<file path="src/rtl/epa_ram.sv">
module epa_ram #(
  parameter int WIDTH = 8,
  parameter int DEPTH = 256
) (
  input  logic                     clk,
  input  logic                     we,
  input  logic [$clog2(DEPTH)-1:0] addr,
  input  logic [WIDTH-1:0]         wdata,
  output logic [WIDTH-1:0]         rdata
);

  logic [WIDTH-1:0] mem [DEPTH];

  always_ff @(posedge clk) begin
    if (we) begin
      mem[addr] <= wdata;
    end
    rdata <= mem[addr];
  end

endmodule

</file>
<file path="config.mk">
export PLATFORM = sky130hd
export DESIGN_NAME = epa_ram
export DESIGN_NICKNAME = d
export VERILOG_FILES = /design/src/rtl/epa_ram.sv
export SDC_FILE = /design/constraint.sdc
export NUM_CORES = 2
export LEC_CHECK = 0
export ABC_AREA = 1
export BUFFER_PORTS_ARGS = -buffer_cell sky130_fd_sc_hd__buf_4
export CAP_MARGIN = 30
export CORE_UTILIZATION = 35
export DETAILED_ROUTE_END_ITERATION = 12
export GPL_TIMING_DRIVEN = 0
export SYNTH_ARGS = -nofsm -noshare
export SYNTH_HDL_FRONTEND = slang
export SYNTH_SLANG_ARGS = --single-unit
</file>
<file path="constraint.sdc">
create_clock -name clk -period 4.55 [get_ports clk]
set_input_delay 0.6825 -clock clk [delete_from_list [all_inputs] [get_ports clk]]
set_output_delay 0.6825 -clock clk [all_outputs]
set_load 0.03 [all_outputs]
</file>
Word-level counts from Yosys, hierarchy flattened
Memory sizes are Yosys's and may differ from the RTL's. A register that Yosys moved wholly into a read port is not among the register bits.
Index checks and enable logic that the tools add are counted.
{ "totals": {"memories": 1, "rom_bits": 0, "regBits": 0, "latchBits": 0, "wordCells": 3, "inputBits": 18, "out_inout_bits": 8, "ramBits": 2048} }
{ "mem_list": {"columns": ["name", "depth", "width", "read_ports", "rd_ports_with_merged_regs", "write_ports", "line", "rtl"], "rows": [
  ["mem", 256, 8, 1, 1, 1, "12", "logic [WIDTH-1:0] mem [DEPTH];"]
]} }
{ "classes": {"n_mux": 2, "div": 0, "n_reduce_logical": 0, "shift": 0, "n_mul": 0, "bitwise_logic": 0, "magnitude_cmp": 0, "n_addsub": 0, "eq_ne": 0} }
{ "op_table": {"columns": ["cell", "count"], "rows": [
  ["$mux W1", 2]
]} }

Logic depth before layout (Yosys ltp)
{ "logic_depth": {"depth_word": 2, "ltp_mapped": 15, "mapped_depth_nobuf": 13} }

Least setup slack after synthesis
Ideal clock, no wire load.
{ "synth_path": {"kind": "in2reg", "startpoint": "in addr[1]", "endpoint": "mem mem[234][0], enable pin", "arrival_ps": 2153, "slack_ps": 2027, "setup_time_ps": 370, "cell_stages": 10, "t_required_ps": 4180, "path_buffers": 4, "cell_sequence": "buf_4 -> inv_4 -> nor2_8 -> buf_4 -> buf_4 -> inv_2 -> nor2_1 -> nand2_1 -> clkbuf_1 -> nor2_1"} }
{ "synth_rtl": {"columns": ["item", "line", "rtl"], "rows": [
  ["from (decl)", "7", "input logic [$clog2(DEPTH)-1:0] addr,"],
  ["to (decl)", "12", null]
]} }
Straight into the memory's write port.

Worst setup path after layout
{ "layout_path": {"startpoint": "in addr[1]", "endpoint": "mem mem[128][3], enable pin"} }
Straight into the memory's write port.

==> summary.log <==
qor: synth.synth-seq-area-share 72.7%
qor: synth.yosysWarnings 0
qor: global_routing.grt.total_usage 21.3%
qor: critical_path.timing.critical_path.required 5.09 ns
qor: placement.place.port_buffers 23
qor: pwr.netSwitchingPower 9480 µW
qor: timing.fin_crit_sh 80.5%
qor: critical_path.crit_buf_inv 5
qor: cells_and_area.finalNetCount 8,302
qor: critical_path.regToRegEndpoint rdata[5]$_DFF_P_
qor: clock_network.num_cts_buffers 202
qor: placement.globalplace.congestion 0.995
qor: cells_and_area.final_common_cell sky130_fd_sc_hd__nand2_1
qor: floorplan.boundaryPins 26
qor: pwr.switching_share 23.3%
qor: drt.dr_wl_met3 23.0 mm
qor: pwr.power_leakage 0.0378 µW
qor: synth.syn_nets 8,039
qor: critical_path.worstPathCellList buf_4 -> buf_2 -> clkbuf_1 -> nor2_1 -> inv_1 -> nor2_1 -> nand2_1 -> buf_2 -> nor2_1
qor: drt.met2WireLength 118 mm
qor: critical_path.worst_r2r_path_depth 12
qor: critical_path.cp_top_family buffers and inverters
qor: critical_path.r2r_start mem[146][5]$_DFFE_PP_
qor: clock_network.clkSlewWorstSetupHoldPaths 0.06 ns
qor: cells_and_area.layout_common_cells sky130_fd_sc_hd__nand2_1, sky130_fd_sc_hd__edfxtp_1, sky130_fd_sc_hd__nor2_1
qor: global_routing.grt_pass1_vias 54,700
qor: critical_path.worstSetupStartpointType input pin
qor: timing.relSlewSlack 30.0%
qor: drt.drt_first_iter_violations 6,593
qor: drt.met1Wirelength 111 mm
qor: critical_path.crit_path_end_kind register
qor: drt.top_signal_layer_used met4
qor: pwr.power.total 40,600 µW
qor: floorplan.die_width 494 µm
qor: clock_network.clock-sinks 2,056
qor: drt.num_vias 57,700
qor: synth.ys_top_cells_by_area sky130_fd_sc_hd__edfxtp_1, sky130_fd_sc_hd__nand2_1, sky130_fd_sc_hd__nor2_1, sky130_fd_sc_hd__nand3_1, sky130_fd_sc_hd__buf_2
qor: timing.final_max_slew_viol_count 0
qor: pwr.power.density_cell_area 420 mW/mm²
qor: clock_network.insertion_delay 0.89 ns
qor: timing.fin_setup_tns 0 ns
qor: critical_path.timing_worst_setup_path_type input pin to register
qor: critical_path.max_stage_delay 0.68 ns
qor: drt.drc 0
qor: timing.final_critical_delay_including_setup_and_external_delays 3.66 ns
qor: floorplan.overall_die_height 494 µm
qor: clock_network.cts_tree done
qor: synth.syn-instance-count 8,021
qor: clock_network.cts_setup_buffers 0
qor: clock_network.cts_htree_levels 4
qor: outcome.status complete, no violations
qor: synth.postSynthRegisterBits 2,056
qor: drt.firstDrtPassIters 6
qor: critical_path.critical_path.most_common_cell sky130_fd_sc_hd__nor2_1
qor: critical_path.slowest_stage sky130_fd_sc_hd__buf_2
qor: clock_network.holdBufCountCts 0
qor: cells_and_area.instances_no_fill 11,600
qor: synth.synth_edf_count 2,048
qor: drt.via_per_inst 4.96
qor: drt.route.final.wire_length 263 mm
qor: clock_network.maximum_count_of_clock_buffers_along_a_single_path 3
qor: timing.setup_viol 0
qor: floorplan.rows 180
qor: critical_path.worst-path-stages 9
qor: worst_hold_path.hold_path_class input pin to register
qor: timing.setup_repair_after_global_routing_missed_its_margin no
qor: critical_path.worstPathArrival 4.20 ns
qor: placement.dp_hpwl 181 mm
qor: critical_path.crit_start addr[1]
qor: cells_and_area.final_cell_area 0.0966 mm²
qor: pwr.comb_power_share 6.5%
qor: timing.worst_clock_skew 0.0574 ns
qor: global_routing.globalRoute.totalOverflow 0
qor: timing.timing_worst_slew_pin_value 1.05 ns
qor: synth.async_reset_ff_share 0%
qor: synth.synthesis.area 0.0849 mm²
qor: placement.post_dp_cell_area 0.0898 mm²
qor: pwr.sequentialPowerShare 51.5%
qor: timing.timing.hold.ws 0.219 ns
qor: clock_network.clockRootBuffer sky130_fd_sc_hd__clkbuf_16
qor: synth.yosysUniqueCellTypes 18
qor: critical_path.worstSetupEndpoint mem[128][3]$_DFFE_PP_
qor: cells_and_area.area_delta_synth_final 13.8%
qor: floorplan.core-area 0.241 mm²
qor: synth.synthDominantAreaCellType sky130_fd_sc_hd__edfxtp_1
qor: pwr.vdd_drop_max 0.422 mV
qor: drt.route.antenna.remaining_nets 0
qor: synth.yosys.area.top_type_share 72.5%
qor: run.max_cap_violations 0
qor: placement.post-place-cells 11,300
qor: timing.clock.fmax 273 MHz
qor: floorplan.initial_utilization 35.2%
qor: synth.synth_area_per_cell 10.6 µm²
qor: critical_path.timing.critical_path.fanout_max 10
qor: cells_and_area.drive_gt1_share 6.59%
qor: clock_network.resize_count_post_cts 0
qor: synth.yosys_most_used_dff sky130_fd_sc_hd__edfxtp_1
qor: global_routing.grt_first_pass_wirelength 376 mm
qor: drt.wl_per_cell 22.6 µm
qor: floorplan.design.die.area 0.244 mm²
qor: global_routing.initial_antenna_violation_count 15
qor: pwr.part_of_the_power_in_the_clock_network 42.1%
qor: timing.hold_viol_final 0
qor: global_routing.grt_start_max_net_pins 116
qor: pwr.cellInternalPower 31,100 µW
qor: critical_path.reg2reg_setup_slack 2.10 ns
## logic make-up after synthesis
logic type	Yosys count	synth area share, %
AO/OA/AOI/OAI	192	1.13
buffers and inverters	452	2.36
flip-flops	2056	72.7
AND/OR/NAND/NOR	5321	23.8
## layer usage
metal  vias to the layer above  GRT usage (%)
met4                         0           9.18
li1                      26900              -
met1                     28000           29.4
met2                      2414           33.0
met3                       433           3.78
met5                         -              0
## through the flow
step           setup WS, ns  util (%)
3_5_place_dp         0.0951      37.3
6_report              0.887      40.1
5_1_grt               0.965      40.1
3_3_place_gp         0.0434      37.0
2_1_floorplan          2.03         -
4_1_cts                1.04      40.1
## cell usage after synthesis, types with 6 or more instances
master                     number
sky130_fd_sc_hd__buf_2        182
sky130_fd_sc_hd__o21ai_1      119
sky130_fd_sc_hd__nand2_1     4770
sky130_fd_sc_hd__buf_6          7
sky130_fd_sc_hd__buf_4          6
sky130_fd_sc_hd__nand3_1      188
sky130_fd_sc_hd__a21oi_1       32
sky130_fd_sc_hd__nor2_1       361
sky130_fd_sc_hd__buf_1         52
sky130_fd_sc_hd__clkbuf_1     170
sky130_fd_sc_hd__inv_1         31
sky130_fd_sc_hd__o21ai_0       41
sky130_fd_sc_hd__edfxtp_1    2048
sky130_fd_sc_hd__dfxtp_1        8
## power by group through the flow
stage / logic, µW / registers [µW] / clock network [µW]
floorplan: 1190 / 21300 / 0
global placement: 2500 / 21300 / 0
detailed placement: 2580 / 21300 / 0
CTS: 2580 / 20900 / 17200
global route: 2810 / 20900 / 17900
finish: 2620 / 20900 / 17100
## state kept, by name, indices dropped and copies added (netlist names)
name	count
rdata	8
mem	2048
## worst min path at each step
stage / end / startpoint / cells after the start
6_report: mem[151][3]$_DFFE_PP_ / wdata[3] / 1
5_1_grt: mem[151][3]$_DFFE_PP_ / wdata[3] / 1
4_1_cts: mem[151][3]$_DFFE_PP_ / wdata[3] / 1
3_5_place_dp: mem[135][3]$_DFFE_PP_ / wdata[3] / 1
3_3_place_gp: rdata[0]$_DFF_P_ / mem[107][0]$_DFFE_PP_ / 10
2_1_floorplan: mem[0][0]$_DFFE_PP_ / wdata[0] / 0
## layout make-up
class	instances	area, µm²
diodes	6	15.0
plain buffers	417	1870
clock buffers	252	5310
clock inverters	120	1440
fillers	22800	144000
inverters	35	136
multi-input cells	5513	21200
flip-flops and latches	2056	61700
well taps	3185	3990
repair buffers	59	957
Power figures use the tool's default switching activity.
