==> src/rtl/epa_pkg.sv <==
package epa_pkg;

  localparam int HASH_BITS_DEF        = 8;
  localparam int PROGRAM_WAYS_DEF     = 4;
  localparam int LIBS_PER_PROGRAM_DEF = 16;

  // golden-ratio multiplier, split in 32-bit halves
  localparam logic [31:0] GOLDEN_LO = 32'h80B583EB;
  localparam logic [31:0] GOLDEN_HI = 32'h61C88646;

  localparam logic [1:0] OP_EVENT = 2'd0;
  localparam logic [1:0] OP_LOAD  = 2'd1;
  localparam logic [1:0] OP_CLEAR = 2'd2;

  localparam logic [1:0] MODE_TRAIN = 2'd0;
  localparam logic [1:0] MODE_ALERT = 2'd1;

  localparam logic [1:0] INS_NONE    = 2'd0;
  localparam logic [1:0] INS_STORED  = 2'd1;
  localparam logic [1:0] INS_PRESENT = 2'd2;
  localparam logic [1:0] INS_DROPPED = 2'd3;

endpackage

==> src/rtl/epa_hash.sv <==
module epa_hash
  import epa_pkg::*;
#(
  parameter int HASH_BITS = HASH_BITS_DEF
) (
  input  logic                 clk,
  input  logic                 rst_n,
  input  logic                 start,
  input  logic [31:0]          dev,
  input  logic [63:0]          ino,
  output logic                 done,
  output logic [HASH_BITS-1:0] bucket
);

  // low 64 bits of key * golden over three 32x32 products
  logic [2:0]  step_r, step_nxt;
  logic [31:0] kh_r, kl_r;
  logic [63:0] p0_r;
  logic [31:0] acc_r;
  logic [31:0] ma, mb;
  logic [63:0] prod;
  logic [31:0] top;
  logic        done_r;
  logic [HASH_BITS-1:0] bucket_r;

  always_comb begin
    case (step_r)
      3'd2: begin ma = kh_r; mb = GOLDEN_LO; end
      3'd3: begin ma = kl_r; mb = GOLDEN_HI; end
      default: begin ma = kl_r; mb = GOLDEN_LO; end
    endcase
    prod = ma * mb;
    top  = p0_r[63:32] + acc_r;
    step_nxt = step_r;
    if (start) begin
      step_nxt = 3'd1;
    end else if (step_r != 3'd0) begin
      step_nxt = (step_r == 3'd4) ? 3'd0 : step_r + 3'd1;
    end
  end

  always_ff @(posedge clk) begin
    if (!rst_n) begin
      step_r <= 3'd0;
      done_r <= 1'b0;
    end else begin
      step_r <= step_nxt;
      done_r <= (step_r == 3'd4);
    end
    if (start) begin
      kh_r <= dev | ino[63:32];
      kl_r <= ino[31:0];
    end
    case (step_r)
      3'd1: p0_r <= prod;
      3'd2: acc_r <= prod[31:0];
      3'd3: acc_r <= acc_r + prod[31:0];
      3'd4: bucket_r <= top[31:32-HASH_BITS];
      default: ;
    endcase
  end

  assign done   = done_r;
  assign bucket = bucket_r;

endmodule

==> config.mk <==
export PLATFORM = sky130hd
export DESIGN_NAME = epa_hash
export DESIGN_NICKNAME = d
export VERILOG_FILES = /design/src/rtl/epa_pkg.sv /design/src/rtl/epa_hash.sv
export SDC_FILE = /design/constraint.sdc
export NUM_CORES = 2
export LEC_CHECK = 0
export BUFFER_PORTS_ARGS = -buffer_cell sky130_fd_sc_hd__buf_2
export CAP_MARGIN = 25
export CORE_AREA = 2 2 186 370
export CTS_BUF_LIST = sky130_fd_sc_hd__clkbuf_8
export DETAILED_ROUTE_END_ITERATION = 10
export DIE_AREA = 0 0 188 372
export GPL_ROUTABILITY_DRIVEN = 0
export GPL_TIMING_DRIVEN = 0
export SLEW_MARGIN = 5
export SYNTH_ARGS = -nofsm -noshare
export SYNTH_HDL_FRONTEND = slang
export SYNTH_SLANG_ARGS = --single-unit
export TNS_END_PERCENT = 30
==> constraint.sdc <==
create_clock -name clk -period 28.2 [get_ports clk]
set_input_delay 2.82 -clock clk [delete_from_list [all_inputs] [get_ports clk]]
set_output_delay 2.82 -clock clk [all_outputs]
set_load 0.005 [all_outputs]
Word-level counts from Yosys, hierarchy flattened

Index checks and enable logic that the tools add are counted.

$add $sub $neg: 3
Multipliers: 1
Equal/unequal tests: 4
Mux-type cells: 6
Bitwise operators: 2
Reductions and logical operators: 4

Operators with widths:

| operator            | number |
|---|---|
| $add 32x32->32      | 2 |
| $mul 32x32->64      | 1 |
| $mux 32             | 2 |
| $pmux 32 s2         | 1 |
| $or 32x32->32       | 1 |
| $eq 3x2->1 const B  | 2 |
| $reduce_bool 2->1   | 2 |
| $add 3x1->3 const B | 1 |
| $eq 3x1->1 const B  | 1 |
| $eq 3x3->1 const B  | 1 |
| $mux 3              | 1 |
| $reduce_bool 3->1   | 1 |
| $mux 1              | 2 |
| $reduce_or 2->1     | 1 |
| $not 1->1           | 1 |

Flip-flop bits (word level): 172
Output and inout bits: 9

Logic depth before layout (Yosys ltp)

Depth in word-level cells: 5
Mapped depth: 38
Depth with buffers taken out: 36

Worst setup path before layout

No wires, ideal clock.

Path kind: flip-flop to flip-flop
Start: register step_r[0]
End: register acc_r[31], data pin
Setup time: 264 ps
Arrival time: 8909 ps
Slack: 19028 ps
Stages on the path, launching flop included: 38
Path buffers: 2
Cell sequence: dfxtp_1 inv_1 ha_1 nor2b_1 buf_2 buf_1 mux2i_1 inv_1 nand2_1 fa_1 inv_1 fa_1 ha_1 inv_1 fa_1 inv_1 fa_1 inv_1 (+2 left out) fa_1 fa_1 ha_1 a21oi_1 o21ai_0 o21bai_1 a21oi_1 xnor2_1 ha_1 and4_1 and3_1 a221o_1 a32oi_1 o31ai_1 o221ai_1 mux2i_1 o311ai_1 xnor2_1

Longest elaborated chain between the ends: 5
Elaborated cells on any way between the ends: 7

Ends and longest elaborated chain:

| item                   | line                           | text |
|---|---|---|
| from (decl)            | epa_hash.sv:16                 | `logic [2:0] step_r, step_nxt;` |
| from (signal assigned) | epa_hash.sv:47                 | `step_r <= step_nxt;` |
| $eq 3x2->1             | epa_hash.sv:27, epa_hash.sv:54 |  |
| $mux 32                | epa_hash.sv:27                 | `case (step_r)` |
| $mul 32x32->64         | epa_hash.sv:32                 | `prod = ma * mb;` |
| $add 32x32->32         | epa_hash.sv:57                 | `3'd3: acc_r <= acc_r + prod[31:0];` |
| $pmux 32 s2 (*)        | epa_hash.sv:54                 | `case (step_r)` |
| to (signal assigned)   | epa_hash.sv:56                 | `3'd2: acc_r <= prod[31:0];` |
| to (signal assigned)   | epa_hash.sv:57                 |  |
| to (decl)              | epa_hash.sv:19                 | `logic [31:0] acc_r;` |

Every way passes the cells marked *; elsewhere a longest branch is shown, timed or not.
A chain may end at the register's enable or synchronous reset.

Worst setup path after layout

Same ends and word-level chain as after synthesis.

==> out/summary.md <==
* result of the run: complete, no violations
* Floorplan Core Area: 67,400 um2
* # hold bufs at CTS: 0
* largest net degree at the start of global routing: 57
* cell family contributing the most delay on the critical path: adder cells
* critical path buffer and inverter count: 6
* library cell used as clock root buffer: sky130_fd_sc_hd__clkbuf_8
* 1st-pass router iterations: 5
* reg2reg setup slack: 16,730 ps
* Yosys warning count: 0
* number of register bits inferred by synthesis: 140
* Maximum Capacitance Violations: 0
* die height: 372 um
* TritonCTS clock tree: built
* initial core utilization: 44.5%
* share of post-route cells with drive strength above 1: 6.75%
* compound-cell area share of the yosys netlist: 7.82%
* Most used DFF post-synth: sky130_fd_sc_hd__edfxtp_1
* simple-gate share of the synthesized area: 6.26%
* post-synthesis instance total: 3,018
* share of the synthesized netlist area taken by xor and xnor gates: 2.75%
* Met3 Routed Length: 3410 um
* number of global-route vias before repair: 22,700
* area overhead of the layout relative to synthesis: 7.77%
* maximum clock frequency: 87.2 MHz
* wire length after detailed routing: 86,300 um
* Port Buffer Count: 107
* Post-synth top cells: 828 x sky130_fd_sc_hd__inv_1, 533 x sky130_fd_sc_hd__ha_1, 503 x sky130_fd_sc_hd__fa_1
* kind of end point of the critical path: flop
* cell depth of the worst min-delay path: 2
* Worst setup SP type: flop
* headroom to the max-slew limit: 22.3%
* antenna violations before repair: 0
* Setup Skew: 16.1 ps
* startpoint of the tightest hold check path: step_r[1]
* num ports: 108
* proportion of synthesized chip area in sequential cells: 13.9%
* Site Rows: 135
* count of nets after finishing: 4,335
* RSZ-0062 raised after global routing: no
* ys async rst share: 0%
* largest stage delay on the critical path: 900 ps
* post-synthesis average cell area: 9.93 um2
* period utilization: 40.7%
* area share of fa/ha/maj cells after synthesis: 55.8%
* latest clock arrival within the worst-skew pair: 560 ps
* Routed WL per cell: 21.0 um
* most instantiated library cell after synthesis: sky130_fd_sc_hd__inv_1
* mean number of vias per cell: 5.13
* Yosys top cell area share: 33.6%
* maximum net fanout on the critical path: 10
* transition time of the tightest slew-check pin: 1160 ps
* maximum root-to-sink buffer count: 2
* Min Clock Period, post-route: 11,470 ps
* post-route DRC violation count: 0
* final-report hold violation count: 0
* HPWL after detailed placement: 77,500 um
* Post-Place Worst Slack: 16,820 ps
* slowest stage cell, crit path: sky130_fd_sc_hd__buf_1
* aggregate global routing overflow: 0
* number of gates given a new drive strength after cts: 0
* wire length of the first global-routing pass: 131,000 um
* dominant combinational cell family by area after synthesis: adder cells
* worst hold endpoint: step_r[1]
* class of the most critical hold timing path: reg -> reg
* startpoint-to-endpoint class of the critical path: reg -> reg
* fraction of synthesized area in multiplexers: 1.91%
* r2r worst-path depth: 34
* die area: 69,900 um2
* setup slack after layout: 16,730 ps
* Clock H-tree levels: 4
* CTS sink cnt: 140
* number of different library cells in the post-synthesis netlist: 69
* Highest Signal Layer: met4
* data required time at the worst endpoint: 28,500 ps
* clk slew on worst S/H paths: 90 ps
* cell type with the highest aggregate area in the netlist: sky130_fd_sc_hd__fa_1
* routed metal-1 wire length: 32,100 um
* Cell Area, Synth: 30,000 um2
* CTS buffer count: 17
* met2 WL post-DR: 43,200 um
* via count of the routed design: 21,100
* critical register-to-register path startpoint: step_r[0]
* buffers inserted during post-CTS setup optimization: 0
* DIE WIDTH: 188 um
* worst endpoint data arrival time: 11,770 ps
* Synth area leaders: sky130_fd_sc_hd__fa_1 34%, sky130_fd_sc_hd__ha_1 22%, sky130_fd_sc_hd__edfxtp_1 14%
* Overall Global Routing Usage: 25.7%
* final max-slew violation count: 0
* iteration-0 DRC count of the detailed router: 1,198
* worst flop-to-flop path endpoint: acc_r[31]
* final setup fails: 0
* Setup TNS: 0 ps
* most used cell, CP: sky130_fd_sc_hd__ha_1
* Antenna Nets Post-Route: 0
* count of flip-flops with a built-in enable after synthesis: 136
-- final cells by class --
| class | count | area (um2) |
|---|---|---|
| diodes | 1 | 2.50 |
| plain buffers | 86 | 329 |
| clock buffers | 17 | 234 |
| clock inverters | 15 | 139 |
| fillers | 6391 | 35100 |
| inverters | 830 | 3120 |
| multi-input cells | 2011 | 22600 |
| flip-flops and latches | 140 | 4160 |
| well taps | 890 | 1110 |
| repair buffers | 114 | 649 |
-- flip-flops by register name, indices dropped and copies added (netlist names), named ones only --
register,cells
acc_r,31
bucket,8
done,1
kh_r,32
kl_r,32
p0_r,32
step_r,3
-- worst max path at each step --
stage              start   endpoint  slack [ps]  depth (start not counted)
6_report       step_r[0]  acc_r[31]       16730                         34
5_1_grt        step_r[0]  acc_r[31]       16320                         38
4_1_cts        step_r[0]  acc_r[31]       16780                         36
3_5_place_dp   step_r[0]  acc_r[31]       16820                         38
3_3_place_gp   step_r[0]  acc_r[31]       16210                         33
2_1_floorplan  step_r[0]  acc_r[31]       19030                         37
-- metrics by stage --
stage,utilization (%),instance area [um2],hold slack (ps),instances
final,47.9,32300,558,4104
after global routing,47.9,32300,604,4103
after CTS,47.9,32300,564,4103
after detailed placement,47.4,31900,551,4071
after global placement,47.2,31800,520,4064
after floorplan,-,30200,496,3067
-- cell usage in the layout (no fill, tap or decap), types with 21 or more instances in the layout --
master	n
sky130_fd_sc_hd__clkbuf_1	70
sky130_fd_sc_hd__edfxtp_1	136
sky130_fd_sc_hd__buf_2	111
sky130_fd_sc_hd__a21oi_1	121
sky130_fd_sc_hd__o21bai_1	21
sky130_fd_sc_hd__a21o_1	49
sky130_fd_sc_hd__xnor2_1	65
sky130_fd_sc_hd__fa_1	503
sky130_fd_sc_hd__nand2_1	174
sky130_fd_sc_hd__inv_1	828
sky130_fd_sc_hd__or2_2	36
sky130_fd_sc_hd__nor2_1	75
sky130_fd_sc_hd__ha_1	533
sky130_fd_sc_hd__nand4_1	27
sky130_fd_sc_hd__o21ai_0	73
sky130_fd_sc_hd__mux2i_1	37
sky130_fd_sc_hd__xor2_1	29
sky130_fd_sc_hd__conb_1	51
-- kinds of logic (layout without fill, tap and decap cells) --
group / Yosys count / count (layout)
AOI/OAI and AO/OA: 370 / 370
xor gates and xnor gates: 94 / 94
adders and majority gates: 1036 / 1036
buffers and inverters: 916 / 1062
DFF: 140 / 140
muxes: 55 / 55
other: 2 / 52
and+or+nand+nor: 405 / 405
-- routing by layer --
layer  vias to the layer above  global-route usage, %
li1                       9871                      -
met1                     10300                   28.4
met2                       624                   44.8
met3                       224                   3.35
met4                         0                   19.6
met5                         -                      0
-- worst reg2reg max path: cells and delay by family (launching register included) --
kind / cells / cell delay (ps)
AOI/OAI and AO/OA: 10 / 2370
and+or+nand+nor: 3 / 700
xor gates and xnor gates: 2 / 460
DFF: 1 / 420
muxes: 1 / 210
buffers and inverters: 6 / 2560
adders and majority gates: 12 / 4530
Power is left out: the tool's default activity adds up to more than one toggle a clock period on the data nets, which glitch-free logic cannot reach.
